## src/rtl/core/dctl_pkg.sv

```systemverilog
// ----------------------------------------------------------------------------
// dctl_pkg: shared types and constants for the device capture table
// Widths of the item fields, operation codes and the front-to-back command.
// ----------------------------------------------------------------------------
package dctl_pkg;

  localparam int DEVICE_SLOTS_DEF = 8;
  localparam int SAMPLES_DEF      = 2;
  localparam int PAYLOAD_MAX_DEF  = 31;
  localparam int WORDS_PER_SAMPLE = 4;
  localparam int LEN_CAP_HW       = 31;

  typedef enum logic [1:0] {
    KIND_ADD    = 2'd0,
    KIND_FORGET = 2'd1,
    KIND_READ   = 2'd2,
    KIND_NONE   = 2'd3
  } kind_t;

  typedef struct packed {
    logic [1:0]  kind;
    logic [47:0] mac;
    logic [7:0]  rssi;
    logic [31:0] timestamp;
    logic [7:0]  length;
    logic [63:0] payload_word;
    logic [1:0]  word_index;
    logic [2:0]  read_slot;
    logic        read_sample;
  } item_t;

  typedef struct packed {
    logic [2:0]  slot;
    logic        was_new;
    logic        evicted;
    logic        entry_valid;
    logic [47:0] mac_out;
    logic [31:0] last_seen_out;
    logic [1:0]  sample_count;
    logic [4:0]  sample_len;
    logic [7:0]  sample_rssi;
    logic [31:0] sample_time;
    logic [63:0] sample_word;
  } result_t;

  // Mask of the bytes below len within payload word w.
  function automatic logic [63:0] byte_mask(input logic [4:0] len, input logic [1:0] w);
    logic [5:0] first;
    logic [5:0] n;
    logic [63:0] m;
    first = {1'b0, w, 3'b000};
    m = '0;
    if ({1'b0, len} > first) begin
      n = {1'b0, len} - first;
      for (int b = 0; b < 8; b++) begin
        if (6'(b) < n) m[b*8 +: 8] = 8'hff;
      end
    end
    return m;
  endfunction

endpackage

```

## src/rtl/core/dctl_front.sv

```systemverilog
// ----------------------------------------------------------------------------
// dctl_front: input stage
// Accepts items, clamps the length and holds them in a short queue for the
// back end.
// ----------------------------------------------------------------------------
module dctl_front #(
  parameter int PAYLOAD_BYTES_MAX = dctl_pkg::PAYLOAD_MAX_DEF
) (
  input  logic           clk,
  input  logic           rst_n,
  input  logic           push,
  output logic           full,
  input  dctl_pkg::item_t item_in,
  output logic           cmd_valid,
  input  logic           cmd_take,
  output dctl_pkg::item_t cmd
);
  import dctl_pkg::*;

  localparam int CAP = (PAYLOAD_BYTES_MAX > LEN_CAP_HW) ? LEN_CAP_HW : PAYLOAD_BYTES_MAX;

  item_t      q_r [2];
  logic       wp_r, rp_r;
  logic [1:0] cnt_r;
  item_t      clamped;

  always_comb begin
    clamped = item_in;
    if (item_in.length > 8'(CAP)) clamped.length = 8'(CAP);
  end

  assign full      = (cnt_r == 2'd2);
  assign cmd_valid = (cnt_r != 2'd0);
  assign cmd       = q_r[rp_r];

  always_ff @(posedge clk) begin
    if (!rst_n) begin
      wp_r  <= 1'b0;
      rp_r  <= 1'b0;
      cnt_r <= '0;
    end else begin
      if (push && !full) wp_r <= ~wp_r;
      if (cmd_take && cmd_valid) rp_r <= ~rp_r;
      cnt_r <= cnt_r + 2'(push && !full) - 2'(cmd_take && cmd_valid);
    end
    if (push && !full) q_r[wp_r] <= clamped;
  end

  assert property (@(posedge clk) disable iff (!rst_n) cnt_r <= 2'd2)
    else $error("queue count overflow");
  assert property (@(posedge clk) disable iff (!rst_n) (cnt_r == 2'd0) |-> !cmd_valid)
    else $error("command shown from empty queue");
  assert property (@(posedge clk) disable iff (!rst_n)
    (push && full) |=> (cnt_r == $past(cnt_r) - 2'($past(cmd_take))))
    else $error("push taken while full");

endmodule

```

## config.mk

```make
export PLATFORM = sky130hd
export DESIGN_NAME = dctl_front
export DESIGN_NICKNAME = d
export VERILOG_FILES = /design/src/rtl/core/dctl_pkg.sv /design/src/rtl/core/dctl_front.sv
export SDC_FILE = /design/constraint.sdc
export NUM_CORES = 1
export LEC_CHECK = 0
export BUFFER_PORTS_ARGS = -buffer_cell sky130_fd_sc_hd__buf_4
export CAP_MARGIN = 20
export CORE_MARGIN = 8
export CORE_UTILIZATION = 45
export DETAILED_ROUTE_END_ITERATION = 12
export PLACE_DENSITY = 0.84
export SYNTH_ARGS = -nofsm -noshare
export SYNTH_HDL_FRONTEND = slang
export SYNTH_SLANG_ARGS = --single-unit
```

## constraint.sdc

```tcl
create_clock -name clk -period 9.5 [get_ports clk]
set_input_delay 1.425 -clock clk [delete_from_list [all_inputs] [get_ports clk]]
set_output_delay 1.425 -clock clk [all_outputs]
set_load 0.005 [all_outputs]
```

-- After elaboration in Yosys (flattened, before gate mapping)
Memory sizes are Yosys's and may differ from the RTL's. A register that Yosys moved wholly into a read port is not among the register bits.
Cells that the tools add are included.
- register bits: 4
- RAM bits: 336
- input port bits: 172
- output and inout bits: 170
- word-level logic and storage cells: 19
- memories: 1
- $add $sub $neg: 2
- $lt $le $gt $ge: 1
- equal/unequal tests: 1
- muxes and demuxes: 5
- bitwise gates (word level): 2
- reductions and logical operators: 4
- memory list (name ; words ; bits a word ; rd ports ; clocked after Yosys merged registers in ; write ports ; RTL line ; text):
    q_r ; 2 ; 168 ; 1 ; 1 ; 1 ; dctl_front.sv:22 ; item_t q_r [2];
- operators with widths (cell ; number):
    $gt 8x5->1 const B ; 1
    $mux 8 ; 1
    $mux 1 ; 4
    $add 2x1->2 ; 1
    $eq 2x2->1 const B ; 1
    $logic_and 1x1->1 ; 2
    $not 1->1 ; 2
    $reduce_bool 2->1 ; 1
    $sub 2x1->2 ; 1
    $logic_not 1->1 ; 1

-- Logic depth before layout (Yosys ltp)
- depth after elaboration: 5
- depth in mapped cells: 8
- depth with buffers taken out: 8

-- Least setup slack after synthesis
No wires, ideal clock.
- kind: input-to-reg
- start: input push
- end: memory q_r[0][0] (netlist name), enable pin
- library setup time: 0.698 ns
- arrival: 8.489 ns
- data required time: 8.802 ns
- path slack: 0.313 ns
- stages on the path: 2
- path buffers: 0
- cells stage by stage: nand2_1 -> nor2_1
- word-level cells in the longest chain between the ends: 3
- RTL lines (element ; RTL line ; text):
    from (decl) ; dctl_front.sv:11 ; input logic push,
    $logic_and 1x1->1 ; dctl_front.sv:46 ; if (push && !full) q_r[wp_r] <= clamped;
    $mux 1 ; dctl_front.sv:46 ;
    $mux 1 (not written as such) ; dctl_front.sv:46 ;
    to (decl) ; dctl_front.sv:22 ;
Every way passes these cells.

==> results.toml <==
[status]
status = "finished clean"

[yosys]
async_reset_ff_frac = 0
ys_ff_latch = 341
yosysTopAreaCell = "edfxtp_1"
ys_seq_area_frac = 0.794
synth_edf_count = 336
yosysUniqueCellTypes = 21
synth_top_area_frac = 0.787
netlist_instances = 557
yosysWarnings = 0
ys_top_cells_by_area = "edfxtp_1 79%, mux2_4 12%, mux2_2 5.9%"
syn_area_um2 = 12800
syn_avg_cell_area_um2 = 23.0
synth-main-ff-cell = "edfxtp_1"

[route]
avgViaCountPerCell = 4.78
drt_iter0_markers = 283
ant_nets = 0
dr.pass1.iters = 4
drc_errors = 0
wl_mm = 27.3
wl_per_cell_um = 20.4
via_count = 6390

[min_path]
hold_class = "reg2reg"

[clock_tree]
cts_tree = "yes"
path_clk_slew_ps = 50
cts_sinks = 341
clk_latency_ps = 490
cts_made_buffers = 35
post_cts_buffers = 0
root_buffer = "clkbuf_16"
cts_resized = 0
cts_max_level = 2
cts_hold_buf = 0
clk_path_buf_depth = 3

[power_and_ir_drop]
p_leak_nw = 6.49
power.density_nw_per_um2 = 276
max-vdd-ir-drop_uv = 217

[global_route]
grt_max_degree = 66
grt_pass1_vias = 7061
grt_pass1_wl_mm = 40.4
antenna_found_initial = 1
grt.total_usage = 0.153
overflow = 0

[floorplanning]
die_w_um = 185
floorplan.die_area_um2 = 34200
die_h_um = 185
ios = 342
core_area_um2 = 28400
initial_core_util = 0.452
fp-row-count = 62

[placement]
routabilityCongestion = 0.761
dp_hpwl_mm = 19.0
io_buffers = 341
post_dp_cell_area_um2 = 15800

[worst_setup_path]
max_stage_delay_ps = 920
worstPathCellList = "buf_4 -> mux2_2 -> buf_4"
cp-start-kind = "register"
cpMaxStageDelayCell = "buf_4"
path_class = "reg2out"
cpMostUsedCell = "buf_4"
end_kind = "primary output"
cp.arrival_ps = 2840
crit_fanout = 60
required_ps = 8080

[timing]
rsz0062_at_grt = "false"
tns_ps = 0
hold_viol_final = 0
max-slew-margin-rel = 0.279
setup-violations-final = 0
slew_viol_final = 0
fin_skew_ps = 14.4
tightest_slew_ps = 1080
max_freq_mhz = 234
fin_crit_sh = 0.449
period_needed_ps = 4270

[final_layout]
layout_common_cells = "348 x buf_4, 336 x edfxtp_1, 101 x mux2_4, 67 x mux2_2, 37 x clkbuf_16"
layout.nets = 1102
stdcell_area_um2 = 17000
drive_gt1_frac = 0.597
final_common_cell = "buf_4"
antenna_cells = 0
syn2layout_area_growth_pct = 32.2

[job]
maxCapViolations = 0
cells in the mapped netlist (2+ instances only):
cell type,count
mux2_2,67
dfxtp_1,5
edfxtp_1,336
inv_1,3
nor3_1,2
mux2_4,101
buf_6,15
nand2b_1,6
nor2_1,4
and2_1,2
nand2_1,2
buf_2,4
ha_1,2
metal layers:
metal / GRT usage / part of all wire
met3: 0.0583 / 0.094
met1: 0.170 / 0.37
met4: 0.0496 / 0.028
met5: 0 / 0.00048
met2: 0.269 / 0.50
final cells by class:
| class | count | area, um2 |
|---|---|---|
| fillers | 2059 | 11400 |
| repair buffers | 348 | 2610 |
| clock inverters | 22 | 256 |
| well taps | 384 | 480 |
| inverters | 3 | 11.3 |
| flip-flops and latches | 341 | 10200 |
| multi-input cells | 199 | 2470 |
| clock buffers | 40 | 937 |
power by group:
part / internal, mW / switching, mW
Sequential: 1.94 / 0.0885
Combinational: 0.726 / 0.525
Clock: 0.869 / 0.528
Total: 3.53 / 1.14
path summary, 6_finish.rpt:
kind / startpoint / endpoint / slack, ps / depth (start not counted)
max reg2reg: cnt_r[0]$_SDFF_PN0_ / q_r[0][4]$_DFFE_PP_ / 6540 / 5
min: rp_r$_SDFFE_PN0P_ / register / 520 / 2
min reg2reg: rp_r$_SDFFE_PN0P_ / register / 520 / 2
max: register / cmd[149] / 5230 / 3
stage by stage:
stage                     worst slack [ps]  total power, mW  cells  utilization  hold WS, ps
after floorplan                        313             2.79    562            -          455
after global placement                5620             3.30   1275        0.555          493
after detailed placement              5520             3.33   1275        0.555          501
after CTS                             5160             4.75   1337        0.597          525
after global routing                  5110             4.88   1337        0.597          561
final                                 5230             4.68   1337        0.597          524
registers in the layout, indices dropped and copies added, names as in the netlist, named ones only:
name / count
cnt_r: 2
q_r: 336
rp_r: 1
wp_r: 1
worst max-delay path: cells and delay by family, from the launching register on:
family	cells	cell delay (ps)
buffers and inverters	2	1060
DFF	1	790
muxes	1	430
cells by family (layout without fill, tap and decap cells):
| group | count (synthesis) | count (layout) | share of synthesized area |
|---|---|---|---|
| muxes | 169 | 169 | 0.178 |
| adders and majority gates | 2 | 2 | 0.00195 |
| buffers and inverters | 22 | 413 | 0.0156 |
| DFF | 341 | 341 | 0.794 |
| other | 1 | 6 | 0.000292 |
| xor gates and xnor gates | 2 | 2 | 0.00137 |
| and+or+nand+nor | 19 | 19 | 0.00800 |
| AOI/OAI and AO/OA | 1 | 1 | 0.000585 |
(Power assumes the default switching activity.)
